[config.mk]
export PLATFORM = sky130hd
export DESIGN_NAME = operator_longest_match
export DESIGN_NICKNAME = d
export VERILOG_FILES = /design/src/olm_pkg.sv /design/src/olm_walk.sv /design/src/operator_longest_match.sv
export SDC_FILE = /design/constraint.sdc
export NUM_CORES = 1
export LEC_CHECK = 0
export BUFFER_PORTS_ARGS = -buffer_cell sky130_fd_sc_hd__buf_2
export CAP_MARGIN = 20
export CORE_MARGIN = 1.5
export CORE_UTILIZATION = 50
export DETAILED_ROUTE_END_ITERATION = 16
export PLACE_DENSITY = 0.69
export SYNTH_ARGS = -nofsm -noshare
export SYNTH_HDL_FRONTEND = slang
export SYNTH_SLANG_ARGS = --single-unit
[constraint.sdc]
create_clock -name clk -period 4.15 [get_ports clk]
set_input_delay 0.415 -clock clk [delete_from_list [all_inputs] [get_ports clk]]
set_output_delay 0.415 -clock clk [all_outputs]
set_load 0.01 [all_outputs]
[src/olm_pkg.sv]
// Package for the operator longest-match block: operator codes, shared types
// and the trie transition function. No dependencies.
package olm_pkg;

  localparam int NumOps   = 41;
  localparam int PrintLow = 32;
  localparam int PrintEnd = 128;

  localparam logic [5:0] OpAssign    = 6'd0;
  localparam logic [5:0] OpAddAssign = 6'd1;
  localparam logic [5:0] OpSubAssign = 6'd2;
  localparam logic [5:0] OpMulAssign = 6'd3;
  localparam logic [5:0] OpDivAssign = 6'd4;
  localparam logic [5:0] OpModAssign = 6'd5;
  localparam logic [5:0] OpShlAssign = 6'd6;
  localparam logic [5:0] OpShrAssign = 6'd7;
  localparam logic [5:0] OpAndAssign = 6'd8;
  localparam logic [5:0] OpOrAssign  = 6'd9;
  localparam logic [5:0] OpXorAssign = 6'd10;
  localparam logic [5:0] OpAdd       = 6'd11;
  localparam logic [5:0] OpSub       = 6'd12;
  localparam logic [5:0] OpMul       = 6'd13;
  localparam logic [5:0] OpDiv       = 6'd14;
  localparam logic [5:0] OpMod       = 6'd15;
  localparam logic [5:0] OpShl       = 6'd16;
  localparam logic [5:0] OpShr       = 6'd17;
  localparam logic [5:0] OpBitAnd    = 6'd18;
  localparam logic [5:0] OpBitOr     = 6'd19;
  localparam logic [5:0] OpXor       = 6'd20;
  localparam logic [5:0] OpLogAnd    = 6'd21;
  localparam logic [5:0] OpLogOr     = 6'd22;
  localparam logic [5:0] OpNot       = 6'd23;
  localparam logic [5:0] OpBitNot    = 6'd24;
  localparam logic [5:0] OpDec       = 6'd25;
  localparam logic [5:0] OpInc       = 6'd26;
  localparam logic [5:0] OpEq        = 6'd27;
  localparam logic [5:0] OpNe        = 6'd28;
  localparam logic [5:0] OpLt        = 6'd29;
  localparam logic [5:0] OpLe        = 6'd30;
  localparam logic [5:0] OpGt        = 6'd31;
  localparam logic [5:0] OpGe        = 6'd32;
  localparam logic [5:0] OpQuest     = 6'd33;
  localparam logic [5:0] OpColon     = 6'd34;
  localparam logic [5:0] OpSemi      = 6'd35;
  localparam logic [5:0] OpComma     = 6'd36;
  localparam logic [5:0] OpLParen    = 6'd37;
  localparam logic [5:0] OpRParen    = 6'd38;
  localparam logic [5:0] OpLBrack    = 6'd39;
  localparam logic [5:0] OpRBrack    = 6'd40;

  typedef struct packed {
    logic       hit;
    logic [5:0] code;
  } step_t;

  typedef struct packed {
    logic       valid;
    logic [5:0] code;
    logic [1:0] len;
    logic       found;
  } emit_t;

  function automatic step_t olm_child(logic [1:0] pos, logic [5:0] node, logic [7:0] c);
    step_t s;
    s.hit  = 1'b0;
    s.code = OpAssign;
    if ((32'(c) >= PrintLow) && (32'(c) < PrintEnd)) begin
      case (pos)
        2'd0: begin
          s.hit = 1'b1;
          case (c)
            "=": s.code = OpAssign;
            "+": s.code = OpAdd;
            "-": s.code = OpSub;
            "*": s.code = OpMul;
            "/": s.code = OpDiv;
            "%": s.code = OpMod;
            "&": s.code = OpBitAnd;
            "|": s.code = OpBitOr;
            "^": s.code = OpXor;
            "!": s.code = OpNot;
            "~": s.code = OpBitNot;
            "<": s.code = OpLt;
            ">": s.code = OpGt;
            "?": s.code = OpQuest;
            ":": s.code = OpColon;
            ";": s.code = OpSemi;
            ",": s.code = OpComma;
            "(": s.code = OpLParen;
            ")": s.code = OpRParen;
            "[": s.code = OpLBrack;
            "]": s.code = OpRBrack;
            default: s.hit = 1'b0;
          endcase
        end
        2'd1: begin
          s.hit = 1'b1;
          case (node)
            OpAssign: if (c == "=") s.code = OpEq; else s.hit = 1'b0;
            OpAdd: begin
              if (c == "=") s.code = OpAddAssign;
              else if (c == "+") s.code = OpInc;
              else s.hit = 1'b0;
            end
            OpSub: begin
              if (c == "=") s.code = OpSubAssign;
              else if (c == "-") s.code = OpDec;
              else s.hit = 1'b0;
            end
            OpMul: if (c == "=") s.code = OpMulAssign; else s.hit = 1'b0;
            OpDiv: if (c == "=") s.code = OpDivAssign; else s.hit = 1'b0;
            OpMod: if (c == "=") s.code = OpModAssign; else s.hit = 1'b0;
            OpLt: begin
              if (c == "<") s.code = OpShl;
              else if (c == "=") s.code = OpLe;
              else s.hit = 1'b0;
            end
            OpGt: begin
              if (c == ">") s.code = OpShr;
              else if (c == "=") s.code = OpGe;
              else s.hit = 1'b0;
            end
            OpBitAnd: begin
              if (c == "=") s.code = OpAndAssign;
              else if (c == "&") s.code = OpLogAnd;
              else s.hit = 1'b0;
            end
            OpBitOr: begin
              if (c == "=") s.code = OpOrAssign;
              else if (c == "|") s.code = OpLogOr;
              else s.hit = 1'b0;
            end
            OpXor: if (c == "=") s.code = OpXorAssign; else s.hit = 1'b0;
            OpNot: if (c == "=") s.code = OpNe; else s.hit = 1'b0;
            default: s.hit = 1'b0;
          endcase
        end
        2'd2: begin
          if (node == OpShl && c == "=") begin
            s.hit  = 1'b1;
            s.code = OpShlAssign;
          end else if (node == OpShr && c == "=") begin
            s.hit  = 1'b1;
            s.code = OpShrAssign;
          end
        end
        default: s.hit = 1'b0;
      endcase
    end
    return s;
  endfunction

endpackage

[src/olm_walk.sv]
// Trie walk state and one-step transition for the operator matcher.
// Depends on olm_pkg (olm_child, emit_t).
module olm_walk import olm_pkg::*; (
  input  logic       clk,
  input  logic       rst,
  input  logic       step,
  input  logic [7:0] character,
  input  logic       last,
  output emit_t      res
);

  logic [5:0] trie_node, trie_node_next;
  logic [5:0] best_operator, best_operator_next;
  logic [1:0] best_length, best_length_next;
  logic [1:0] position, position_next;
  logic       walk_done, walk_done_next;
  step_t      child;

  always_comb begin
    child              = olm_child(position, trie_node, character);
    trie_node_next     = trie_node;
    best_operator_next = best_operator;
    best_length_next   = best_length;
    position_next      = position;
    walk_done_next     = walk_done;
    res.valid          = 1'b0;
    res.code           = best_operator;
    res.len            = best_length;
    res.found          = (best_length != 2'd0);
    if (step) begin
      if (walk_done) begin
        if (last) begin
          walk_done_next   = 1'b0;
          position_next    = 2'd0;
          best_length_next = 2'd0;
          best_operator_next = OpAssign;
          trie_node_next   = OpAssign;
        end
      end else if (!child.hit) begin
        res.valid = 1'b1;
        if (last) begin
          position_next      = 2'd0;
          best_length_next   = 2'd0;
          best_operator_next = OpAssign;
          trie_node_next     = OpAssign;
        end else begin
          walk_done_next = 1'b1;
        end
      end else begin
        trie_node_next     = child.code;
        position_next      = position + 2'd1;
        best_operator_next = child.code;
        best_length_next   = position + 2'd1;
        if (last) begin
          res.valid          = 1'b1;
          res.code           = child.code;
          res.len            = position + 2'd1;
          res.found          = 1'b1;
          position_next      = 2'd0;
          best_length_next   = 2'd0;
          best_operator_next = OpAssign;
          trie_node_next     = OpAssign;
        end
      end
    end
  end

  always_ff @(posedge clk) begin
    if (rst) begin
      trie_node     <= OpAssign;
      best_operator <= OpAssign;
      best_length   <= 2'd0;
      position      <= 2'd0;
      walk_done     <= 1'b0;
    end else begin
      trie_node     <= trie_node_next;
      best_operator <= best_operator_next;
      best_length   <= best_length_next;
      position      <= position_next;
      walk_done     <= walk_done_next;
    end
  end

`ifndef SYNTH
  a_root_empty: assert property (@(posedge clk) disable iff (rst)
    position == 2'd0 |-> best_length == 2'd0)
    else $error("best match held at trie root");
  a_node_best: assert property (@(posedge clk) disable iff (rst)
    position != 2'd0 |-> best_length == position && best_operator == trie_node)
    else $error("best match out of step with trie node");
  a_last_clears: assert property (@(posedge clk) disable iff (rst)
    step && last |=> position == 2'd0 && !walk_done)
    else $error("walk not cleared after last item");
`endif

endmodule

[src/operator_longest_match.sv]
// Top level of the operator longest-match block: input register, trie walk,
// result register. Depends on olm_pkg and olm_walk.
//
//   channel | handshake           | payload
//   input   | in_valid, in_ready   | character[7:0], last
//   output  | out_valid, out_ready | operator_code[5:0], match_length[1:0], found
//
// One item per cycle unless the output stalls; a result passes both registers.
// The trie step is a single lookup between the input and result registers.
// in_ready drops only while the result register is full and not taken.
// Synchronous reset returns the walk to the trie root and empties both registers.
module operator_longest_match import olm_pkg::*; (
  input  logic       clk,
  input  logic       rst,
  input  logic       in_valid,
  output logic       in_ready,
  input  logic [7:0] character,
  input  logic       last,
  output logic       out_valid,
  input  logic       out_ready,
  output logic [5:0] operator_code,
  output logic [1:0] match_length,
  output logic       found
);

  logic       s1_valid;
  logic [7:0] s1_char;
  logic       s1_last;
  logic       adv;
  logic       s1_fire;
  emit_t      res;

  assign adv      = !out_valid || out_ready;
  assign s1_fire  = s1_valid && adv;
  assign in_ready = !s1_valid || adv;

  always_ff @(posedge clk) begin
    if (rst) begin
      s1_valid <= 1'b0;
    end else if (in_ready) begin
      s1_valid <= in_valid;
    end
  end

  always_ff @(posedge clk) begin
    if (in_valid && in_ready) begin
      s1_char <= character;
      s1_last <= last;
    end
  end

  olm_walk u_walk (
    .clk       (clk),
    .rst       (rst),
    .step      (s1_fire),
    .character (s1_char),
    .last      (s1_last),
    .res       (res)
  );

  always_ff @(posedge clk) begin
    if (rst) begin
      out_valid <= 1'b0;
    end else if (adv) begin
      out_valid <= s1_fire && res.valid;
    end
  end

  always_ff @(posedge clk) begin
    if (s1_fire && res.valid) begin
      operator_code <= res.code;
      match_length  <= res.len;
      found         <= res.found;
    end
  end

`ifndef SYNTH
  a_stall_source: assert property (@(posedge clk) disable iff (rst)
    s1_valid && !in_ready |-> out_valid && !out_ready)
    else $error("input stalled without output back-pressure");
  a_found_len: assert property (@(posedge clk) disable iff (rst)
    out_valid |-> found == (match_length != 2'd0))
    else $error("found flag disagrees with match length");
  a_code_range: assert property (@(posedge clk) disable iff (rst)
    out_valid |-> 32'(operator_code) < NumOps)
    else $error("operator code out of range");
`endif

endmodule
# Word-level counts from Yosys, hierarchy flattened
# Cells that the tools add are included.
[classes]
addsub = 1
n_mul = 0
n_div = 0
order_cmp = 2
eq_ne = 36
shifts = 0
n_mux = 60
n_bitwise = 0
reduce_logical = 15
[op_table]
columns = ["op", "n"]
rows = [
  ["8-bit by 6-bit equality test with 1-bit output (second input constant)", 16],
  ["6-bit case mux with 20 select lines", 1],
  ["6-bit 2-to-1 mux", 14],
  ["6-bit case mux with 12 select lines", 1],
  ["6-bit by 5-bit equality test with 1-bit output (second input constant)", 8],
  ["8-bit by 7-bit equality test with 1-bit output (second input constant)", 5],
  ["5-bit 2-to-1 mux", 7],
  ["6-bit by 4-bit equality test with 1-bit output (second input constant)", 5],
  ["10-bit 2-to-1 mux", 3],
  ["7-bit 2-to-1 mux", 3],
  ["21-bit OR reduction", 1],
  ["6-bit case mux with 3 select lines", 1],
  ["1-bit 2-to-1 mux", 16],
  ["2-bit 2-to-1 mux", 8],
  ["9-bit 2-to-1 mux", 1],
  ["8-bit by 6-bit >= comparator with 1-bit output (second input constant)", 1],
  ["8-bit less-than comparator (second input constant)", 1],
  ["1-bit case mux with 7 select lines", 1],
  ["1-bit logical AND", 6],
  ["6-bit logical NOT", 1],
  ["3-bit 2-to-1 mux", 2],
  ["6-bit OR reduction", 1],
  ["4-bit 2-to-1 mux", 1],
  ["1-bit case mux with 3 select lines", 1],
  ["other kinds (7)", 9],
]
[word_totals]
regBits = 37
latchBits = 0
ramBits = 0
romBits = 0
in_bits = 13
output_inout_bits = 11
elab_cells = 126
n_memories = 0

# Logic depth before layout (Yosys ltp)
# Gate-level depths: netlist of run 1.
[depth]
depth_word = 11
depth_mapped = 10

# By module
# Synthesis of run 1 repeated with hierarchy kept, for this count alone.
[hier_totals]
hier_cells = 285
area_unflattened_um2 = 2627.5
[modules_own_cells]
columns = ["mod", "n_inst", "cells_per_inst", "area_each_um2"]
rows = [
  ["olm_walk", 1, 256, 1984.4],
  ["operator_longest_match", 1, 29, 643.1],
]

# Least setup slack after synthesis of run 1
# OpenSTA, ideal clock, no wires.
[synth_timing]
path_kind = "register to register"
startpoint = "register s1_char[6]"
endpoint = "register operator_code[2], data pin"
arrival_ns = 2.619
slack_ns = 1.263
stages_incl_launch_ff = 11
n_path_buf = 3
period_less_slack_ns = 2.887
path_cell_list = "edfxtp_1 -> buf_6 -> or4b_1 -> buf_2 -> or3_1 -> o311ai_1 -> o311a_2 -> o2111ai_2 -> clkbuf_1 -> nand2_1 -> o21ai_0"
[synth_rtl]
columns = ["item", "line_no", "rtl"]
rows = [
  ["start: declaration", "operator_longest_match.sv:27", "logic [7:0] s1_char;"],
  ["start signal: assignment", "operator_longest_match.sv:47", "s1_char <= character;"],
  ["end signal: assignment", "operator_longest_match.sv:71", "operator_code <= res.code;"],
  ["end: declaration", "operator_longest_match.sv:21", "output logic [5:0] operator_code,"],
]

==> results of run 1 <==
==> through the flow <==
step                hold slack (ns)  area, µm²  utilization, %  instances  setup WS, ns
finish                       0.2996       2834           55.14        392        0.8985
floorplan                    0.4261       2669               -        308         1.263
global placement             0.4457       2748           53.46        384        0.9877
detailed placement           0.4470       2748           53.46        384        0.9504
global route                 0.2822       2834           55.14        392        0.6931
CTS                          0.2938       2834           55.14        392        0.9387
==> logic make-up (layout without fill, tap and decap cells) <==
logic type	count (synthesis)	count (layout)	share of synthesized area [%]
flip-flops	37	37	34.51
multiplexers	3	3	1.219
buffers and inverters	32	46	7.594
AO/OA/AOI/OAI	81	81	21.94
AND/OR/NAND/NOR	145	145	30.90
adder cells (fa/ha/maj)	4	4	1.875
XOR/XNOR	6	6	1.969
==> report_power, final <==
part	internal, mW	switching [mW]	total (mW)
Combinational	0.0290	0.0417	0.0708
Clock	0.116	0.125	0.241
Sequential	0.394	0.0130	0.407
==> area by class of cell <==
cell class | count | area [µm²]
clock inverters | 3 | 17.52
repair buffers | 29 | 160.2
well taps | 70 | 87.58
clock buffers | 5 | 68.82
multi-input cells | 239 | 1545
inverters | 9 | 33.78
fillers | 500 | 2306
flip-flops and latches | 37 | 920.9
==> sequential cells by signal, indices dropped and copies added, names as in the netlist <==
| name | cells |
|---|---|
| found | 1 |
| match_length | 2 |
| operator_code | 6 |
| out_valid | 1 |
| s1_char | 8 |
| s1_last | 1 |
| s1_valid | 1 |
| u_walk.best_length | 2 |
| u_walk.best_operator | 6 |
| u_walk.position | 2 |
| u_walk.trie_node | 6 |
| u_walk.walk_done | 1 |
==> routing by layer <==
layer  global-route usage (%)  part of all wire [%]  vias to the layer above
li1                         -                     -                     1172
met1                    29.29                    46                     1080
met2                    34.14                    46                       89
met3                    5.030                   6.0                       16
met4                    9.074                   2.8                        0
met5                        0                     0                        -
==> Yosys cell counts, drive strengths merged (3+ instances only) <==
master / instances
nand2: 34
nor2: 25
dfxtp: 19
o21ai: 19
edfxtp: 18
a21oi: 15
clkbuf: 15
nor2b: 10
inv: 9
nand2b: 9
buf: 8
nand3: 8
nand4: 8
nor3: 8
a31oi: 6
a21o: 5
nor4: 5
o41ai: 5
a22o: 4
ha: 4
nand3b: 4
xor2: 4
and2: 3
o2111ai: 3
o311ai: 3
or2: 3
or2b: 3
or3: 3
or3b: 3
or4b: 3
==> how the worst min path moves through the flow <==
stage | startpoint | to | slack [ns] | cells after the start
finish | character[0] | s1_char[0]$_DFFE_PP_ | 0.30 | 1
global route | character[6] | s1_char[6]$_DFFE_PP_ | 0.28 | 1
CTS | character[0] | s1_char[0]$_DFFE_PP_ | 0.29 | 1
detailed placement | u_walk.best_operator[4]$_SDFFE_PP0P_ | u_walk.best_operator[4]$_SDFFE_PP0P_ | 0.45 | 1
global placement | u_walk.best_operator[4]$_SDFFE_PP0P_ | u_walk.best_operator[4]$_SDFFE_PP0P_ | 0.45 | 1
floorplan | u_walk.best_operator[0]$_SDFFE_PP0P_ | u_walk.best_operator[0]$_SDFFE_PP0P_ | 0.43 | 1
==> impl_metrics.py, run 1 <==
metrics = {
    "outcome": {
        "status": "finished clean",
    },
    "synthesis": {
        "synth-edff-count": 18,
        "synth_area_um2": 2669,
        "yosysWarnings": 0,
        "ys_ff_latch": 37,
        "synth_cell_types": 77,
        "avgSynthCellArea_um2": 8.665,
        "netlist_instances": 308,
        "synth.top_cell.area_share_pct": 20.25,
        "synth_fp_nets": 325,
        "synth_async_sr_flop_share_pct": 0,
        "synth_top_cells_by_area": "edfxtp_1 20%, dfxtp_1 14%, nand2_1 4.8%",
        "ys_seq_area_share_pct": 34.51,
        "synth_ff_type": "dfxtp_1",
        "yosysTopAreaCell": "edfxtp_1",
    },
    "setup_path": {
        "path_depth": 7,
        "cp_cell_sequence": "or4b_1, or3_1, o311ai_1, o311a_2, o2111ai_2, or3b_1, nand2_1",
        "crit_fanout": 15,
        "path_delay_family": "simple AND/OR/NAND/NOR gates",
        "cp.required_ns": 4.32,
        "max_stage_delay_ns": 0.67,
        "crit_type": "register to register",
        "cp-end-kind": "register",
        "crit_end": "operator_code[0]$_DFFE_PP_",
        "critical_path_buf_inv_count": 0,
        "cp_slowest_cell": "or4b_1",
        "reg2reg_slack_ns": 0.90,
        "r2r_cells": 7,
        "worstPathArrival_ns": 3.42,
        "critPathLaunchType": "register",
        "startpoint": "s1_char[4]$_DFFE_PP_",
        "r2r_start": "s1_char[4]$_DFFE_PP_",
        "timing.rr.end": "operator_code[0]$_DFFE_PP_",
    },
    "timing": {
        "setup_viol": 0,
        "maxSlewHeadroom_pct": 47.57,
        "min_period_over_period_pct": 78.35,
        "hold_viol_final": 0,
        "max_freq_mhz": 307.5,
        "final.setup.tns_ns": 0,
        "rsz0062_at_grt": "no",
        "worst_clock_skew_ns": 0.008027,
        "worst_pin_slew_ns": 0.7759,
        "layout_min_cycle_time_ns": 3.252,
        "slew_violations": 0,
    },
    "clocking": {
        "root_buffer": "clkbuf_8",
        "postCtsHoldBufs": 0,
        "clk_latency_ns": 0.29,
        "postCtsSetupBuffers": 0,
        "cts_buffers": 5,
        "clockBufferDepth": 2,
        "cts-resized-gates": 0,
        "cts_tree": "done",
        "cts_sinks": 37,
        "path_clk_slew_ns": 0.07,
        "htree_num_levels": 2,
    },
    "floorplanning": {
        "dieArea_um2": 5785,
        "design.core.area_um2": 5140,
        "die-height_um": 76.06,
        "start_util_pct": 51.92,
        "die_x_um": 76.06,
        "num_io_pins": 24,
        "num_rows": 26,
    },
    "placement": {
        "dp_hpwl_mm": 4.514,
        "place.gp.congestion": 1.010,
        "io_buffers": 23,
    },
    "drt": {
        "viasPerCell": 6.013,
        "first_pass_iters": 5,
        "ant_nets": 0,
        "dr_total_vias": 2357,
        "wire_per_inst_um": 15.64,
        "drc": 0,
        "drtIter0Drc": 254,
        "routed_wl_mm": 6.130,
    },
    "power_and_ir_drop": {
        "peakVddDrop_v": 0.0001776,
        "p_per_area_nw_per_um2": 253.6,
        "power_leakage_nw": 1.030,
        "total_power_mw": 0.7188,
    },
    "layout": {
        "synthToLayoutAreaGrowth_pct": 6.189,
        "final_common_cell": "nand2_1",
        "diodes": 0,
        "drive_above_1_share_pct": 18.94,
        "final_cell_mix": "34 x nand2_1, 25 x nor2_1, 23 x buf_2",
        "fin_nets": 338,
    },
    "global_routing": {
        "grt_max_degree": 23,
        "grt_usage_pct": 21.88,
        "grt_overflow": 0,
        "grt_pass1_vias": 2110,
        "grt_pass1_wl_mm": 10.05,
        "antenna_found_initial": 0,
    },
    "hold_path": {
        "hold_class": "input pin to register",
    },
    "flow_run": {
        "drv_cap": 0,
    },
}
Power figures use the tool's default switching activity.
==> run 2: changes to the inputs <==
Settings changed: PLACE_DENSITY 0.69 to 0.72.
Clock period 4.15 ns to 2.9 ns, I/O delays scaled along.
==> run 2 against run 1 <==
  * Worst setup slack lost 0.82 ns
  * Worst hold slack worse by 0.12 ns
  * Combinational power is 99% higher
  * Register-to-register slack got worse by 0.82 ns
  * Cell area rose by 15%
  * Wire length rose by 9.7%
  * Sequential cell count unchanged
  * Largest cell class unchanged
==> impl_metrics.py, run 2 (synthesized netlist as in run 1, its figures left out) <==
metrics = {
    "global_routing": {
        "grt_max_degree": 21,
        "grt_overflow": 0,
        "grt_usage_pct": 23.91,
        "grt_pass1_vias": 2463,
        "grt_pass1_wl_mm": 11.31,
        "antenna_found_initial": 0,
    },
    "setup_path": {
        "cp-end-kind": "register",
        "cp.required_ns": 2.94,
        "crit_type": "register to register",
        "reg2reg_slack_ns": 0.08,
        "crit_fanout": 6,
        "r2r_cells": 8,
        "timing.rr.end": "match_length[1]$_DFFE_PP_",
        "startpoint": "s1_char[6]$_DFFE_PP_",
        "critPathLaunchType": "register",
        "worstPathArrival_ns": 2.85,
        "r2r_start": "s1_char[6]$_DFFE_PP_",
    },
    "layout": {
        "final_cell_mix": "45 x buf_4, 34 x nand2_1, 25 x nor2_1",
        "fill_cells": 467,
        "final_common_cell": "buf_4",
        "final_util_pct": 63.24,
        "regMostFlops": "s1_char",
        "drive_above_1_share_pct": 31.04,
        "stdcell_area_um2": 3251,
        "largest_reg_flops": 8,
        "diodes": 0,
        "synthToLayoutAreaGrowth_pct": 21.80,
        "fin_nets": 380,
    },
    "timing": {
        "worst_pin_slew_ns": 0.7869,
        "maxSlewHeadroom_pct": 47.54,
        "min_period_over_period_pct": 97.13,
        "slew_violations": 0,
        "layout_min_cycle_time_ns": 2.817,
        "max_freq_mhz": 355.0,
        "setup_viol": 0,
        "hold_viol_final": 0,
        "worst_clock_skew_ns": 0.007654,
        "worst_slack_ns": 0.08334,
    },
    "floorplanning": {
        "die-height_um": 76.06,
        "num_rows": 26,
        "die_x_um": 76.06,
        "start_util_pct": 51.92,
        "num_io_pins": 24,
        "design.core.area_um2": 5140,
        "dieArea_um2": 5785,
    },
    "drt": {
        "viasPerCell": 5.853,
        "ant_nets": 0,
        "routed_wl_mm": 6.723,
        "wire_per_inst_um": 15.49,
        "dr_total_vias": 2540,
        "drtIter0Drc": 303,
        "first_pass_iters": 4,
        "drc": 0,
    },
    "hold_path": {
        "hp-start": "character[7]",
        "holdPathStages": 1,
        "hold_class": "input pin to register",
        "hold_end": "s1_char[7]$_DFFE_PP_",
    },
    "power_and_ir_drop": {
        "peakVddDrop_v": 0.0003472,
        "p_per_area_nw_per_um2": 358.0,
        "power_leakage_nw": 1.267,
    },
    "clocking": {
        "cts_sinks": 37,
        "cts_tree": "done",
        "postCtsHoldBufs": 0,
        "clockBufferDepth": 2,
        "htree_num_levels": 2,
        "clk_latency_ns": 0.28,
        "path_clk_slew_ns": 0.07,
        "root_buffer": "clkbuf_8",
        "cts_buffers": 5,
    },
    "placement": {
        "dp_hpwl_mm": 5.089,
        "io_buffers": 23,
        "dp_slack_ns": 0.009324,
        "postPlaceCellArea_um2": 3038,
        "place.gp.congestion": 0.9901,
    },
    "outcome": {
        "status": "finished clean",
    },
    "flow_run": {
        "drv_cap": 0,
    },
}
run 2: worst max path at each step:
stage / to / slack, ns / cells after the start
after floorplan: operator_code[2]$_DFFE_PP_ / 0.01 / 10
after global placement: operator_code[4]$_DFFE_PP_ / 0.03 / 7
after detailed placement: operator_code[0]$_DFFE_PP_ / 0.009 / 7
after CTS: operator_code[3]$_DFFE_PP_ / 0.01 / 8
after global routing: operator_code[2]$_DFFE_PP_ / -0.006 / 7
final: match_length[1]$_DFFE_PP_ / 0.08 / 8
run 2: worst max-delay path, stage by stage (launching register included):
cell and delay [ns]:
edfxtp_1 0.42, buf_4 0.18, and4bb_2 0.28, nand4_1 0.11
a21oi_1 0.08, or2_1 0.24, o41a_1 0.49, o2111ai_2 0.40
mux2_2 0.38
run 2: repair_timing:
item | in CTS | in global routing
endpoints found under the setup margin | 9 | 21
pin swaps | 0 | 3
setup buffers | 0 | 4
gates resized for setup | 1 | 14
gates cloned | 0 | 1
run 2: power breakdown:
group,leakage [nW],switching [mW],total (mW),internal (mW)
Clock,0.0585,0.167,0.448,0.280
Combinational,0.882,0.0767,0.141,0.0644
Sequential,0.327,0.0105,0.575,0.564
Total,1.27,0.255,1.16,0.909
run 2: area by class of cell:
cell class                      count  area [µm²]  share of cell area [%]
Sequential cell                    37       922.1                   28.37
Clock inverter                      1       30.03                  0.9238
Multi-Input combinational cell    240        1607                   49.42
Tap cell                           70       87.58                   2.694
Clock buffer                        7       86.33                   2.656
Inverter                            9       33.78                   1.039
Timing Repair Buffer               70       484.2                   14.90
run 2: routing by layer:
metal	share of wire, %	GRT usage [%]	vias to the layer above	wire length [µm]
met5	0	0	-	0
met4	1.6	7.407	0	106
met3	7.4	4.671	12	498
met2	47	39.46	101	3128
met1	44	31.76	1168	2989
li1	-	-	1259	-
run 2: through the flow:
stage               hold slack (ns)  TNS [ns]  instances  power (mW)
floorplan                    0.3591         0        308      0.6705
global placement             0.4400         0        421      0.7164
detailed placement           0.4428         0        421      0.7196
CTS                          0.1774         0        429       1.163
global route                 0.1766  -0.01222        434       1.201
finish                       0.1824         0        434       1.164
==> run 3: changes to the inputs <==
Settings changed: CORE_UTILIZATION 50 to 30, PLACE_DENSITY 0.72 to default.
==> run 3 against run 2 <==
  * Combinational power down 3%
  * Clock power up 12%
  * Largest power group unchanged
  * Wire length down 1.2%
  * Worst hold slack worse by 0.0064 ns
  * Utilization down 26 points
  * Cell count up 7.4%
  * Total power up 4.2%
  * Critical path type unchanged
==> impl_metrics.py, run 3 (synthesized netlist as in run 1, its figures left out) <==
metrics = {
    "setup_path": {
        "cp.required_ns": 2.94,
        "crit_type": "register to register",
        "worstPathArrival_ns": 2.81,
        "cp_cell_sequence": "buf_4, nor2b_1, a2bb2oi_1, o21ai_0, o41a_1, o2111ai_4, mux2_2",
        "cp-end-kind": "register",
        "critPathLaunchType": "register",
        "cp_slowest_cell": "o41a_1",
        "startpoint": "s1_char[0]$_DFFE_PP_",
        "max_stage_delay_ns": 0.54,
        "crit_fanout": 8,
        "critical_path_buf_inv_count": 1,
        "r2r_start": "s1_char[0]$_DFFE_PP_",
        "path_delay_family": "compound AO/OA/AOI/OAI gates",
    },
    "hold_path": {
        "hp-start": "character[4]",
        "hold_class": "input pin to register",
    },
    "drt": {
        "ant_nets": 0,
        "routed_wl_mm": 6.640,
        "wire_per_inst_um": 14.25,
        "viasPerCell": 5.431,
        "dr_total_vias": 2531,
        "first_pass_iters": 4,
        "drtIter0Drc": 264,
        "drc": 0,
    },
    "power_and_ir_drop": {
        "p_per_area_nw_per_um2": 371.2,
        "p_sw_share_pct": 22.77,
        "p_seq_share_pct": 47.4,
        "p_int_mw": 0.9362,
        "switchingPower_mw": 0.2760,
        "power_leakage_nw": 1.228,
        "combPwrFrac_pct": 11.3,
        "peakVddDrop_v": 0.0002766,
        "total_power_mw": 1.212,
        "p_clk_share_pct": 41.3,
    },
    "timing": {
        "slew_violations": 0,
        "worst_clock_skew_ns": 0.009733,
        "setup_viol": 0,
        "worst_pin_slew_ns": 0.6822,
        "maxSlewHeadroom_pct": 54.52,
        "min_period_over_period_pct": 95.54,
        "final.setup.tns_ns": 0,
        "max_freq_mhz": 360.9,
        "hold_viol_final": 0,
        "layout_min_cycle_time_ns": 2.771,
    },
    "layout": {
        "stdcell_area_um2": 3266,
        "final_common_cell": "buf_4",
        "multi_input_area_um2": 1609,
        "regArea_um2": 924.6,
        "fill_cells": 925,
        "fin_nets": 374,
        "final_cell_mix": "42 x buf_4, 34 x nand2_1, 25 x nor2_1",
        "diodes": 0,
        "synthToLayoutAreaGrowth_pct": 22.36,
        "regMostFlops": "s1_char",
        "largest_reg_flops": 8,
        "drive_above_1_share_pct": 29.61,
    },
    "floorplanning": {
        "num_io_pins": 24,
        "die_x_um": 97.32,
        "start_util_pct": 30.75,
        "die-height_um": 97.32,
        "design.core.area_um2": 8678,
        "num_rows": 34,
        "dieArea_um2": 9471,
    },
    "clocking": {
        "cts_tree": "done",
        "clockBufferDepth": 2,
        "path_clk_slew_ns": 0.07,
        "htree_num_levels": 2,
        "cts_sinks": 37,
        "root_buffer": "clkbuf_8",
        "postCtsHoldBufs": 0,
        "clk_latency_ns": 0.29,
        "cts_buffers": 5,
    },
    "global_routing": {
        "antenna_found_initial": 0,
        "grt_max_degree": 18,
        "grt_pass1_wl_mm": 11.03,
        "grt_usage_pct": 14.06,
        "grt_overflow": 0,
        "grt_pass1_vias": 2359,
    },
    "placement": {
        "postPlaceCellArea_um2": 3043,
        "place.gp.congestion": 0.9652,
        "io_buffers": 23,
        "dp_hpwl_mm": 5.169,
    },
    "outcome": {
        "status": "finished clean",
    },
    "flow_run": {
        "drv_cap": 0,
    },
}
## run 3: cell count changes in the layout (fill, tap and decap cells not counted), sizes merged
| cell | change |
|---|---|
| and2 | -1 |
| buf | -5 |
| clkbuf | -1 |
| inv | +1 |
## run 3: power groups by stage
stage	clock network, mW	logic [mW]	registers [mW]
6_report	0.500	0.137	0.575
5_1_grt	0.535	0.150	0.577
4_1_cts	0.512	0.131	0.576
3_5_place_dp	0	0.129	0.587
3_3_place_gp	0	0.128	0.587
2_1_floorplan	0	0.0849	0.586
## run 3: path summary, 6_finish.rpt
path,end,slack [ns],cells past startpoint
setup / recovery,match_length[1]$_DFFE_PP_,0.13,7
hold / removal,s1_char[4]$_DFFE_PP_,0.18,1
setup reg to reg,match_length[1]$_DFFE_PP_,0.13,7
hold reg to reg,u_walk.best_operator[1]$_SDFFE_PP0P_,0.46,2
## run 3: layout make-up
type                            instances  area share (%)
Clock buffer                            6           2.874
Clock inverter                          2           1.188
Inverter                                9           1.034
Multi-Input combinational cell        239           49.27
Sequential cell                        37           28.31
Tap cell                              108           4.138
Timing Repair Buffer                   65           13.18
## run 3: repair_timing
action | CTS | global route
resized for setup | 2 | 14
buffers inserted | 0 | 3
gates cloned | 0 | 0
pin swaps | 0 | 2
endpoints found under the setup margin | 14 | 29
## run 3: per-layer routing
layer / up-vias / share of wire [%] / GRT usage, %
met5: - / 0 / 0
met4: 0 / 3.4 / 6.484
met3: 18 / 5.6 / 2.590
met2: 101 / 46 / 21.95
met1: 1168 / 45 / 18.89
li1: 1244 / - / -
## run 3: worst register-to-register path, stage by stage (launching register included)
cell	delay [ns]
edfxtp_1	0.48
buf_4	0.19
nor2b_1	0.20
a2bb2oi_1	0.18
o21ai_0	0.22
o41a_1	0.54
o2111ai_4	0.35
mux2_2	0.37
## run 3: through the flow
stage | hold slack, ns | cells | setup WS (ns) | utilization (%)
6_report | 0.1759 | 466 | 0.1295 | 37.63
5_1_grt | 0.1577 | 466 | -0.0002431 | 37.63
3_5_place_dp | 0.4520 | 455 | -0.04260 | 35.06
4_1_cts | 0.1666 | 463 | 0.01521 | 36.72
2_1_floorplan | 0.3591 | 308 | 0.01332 | -
3_3_place_gp | 0.4523 | 455 | -0.03364 | 35.06
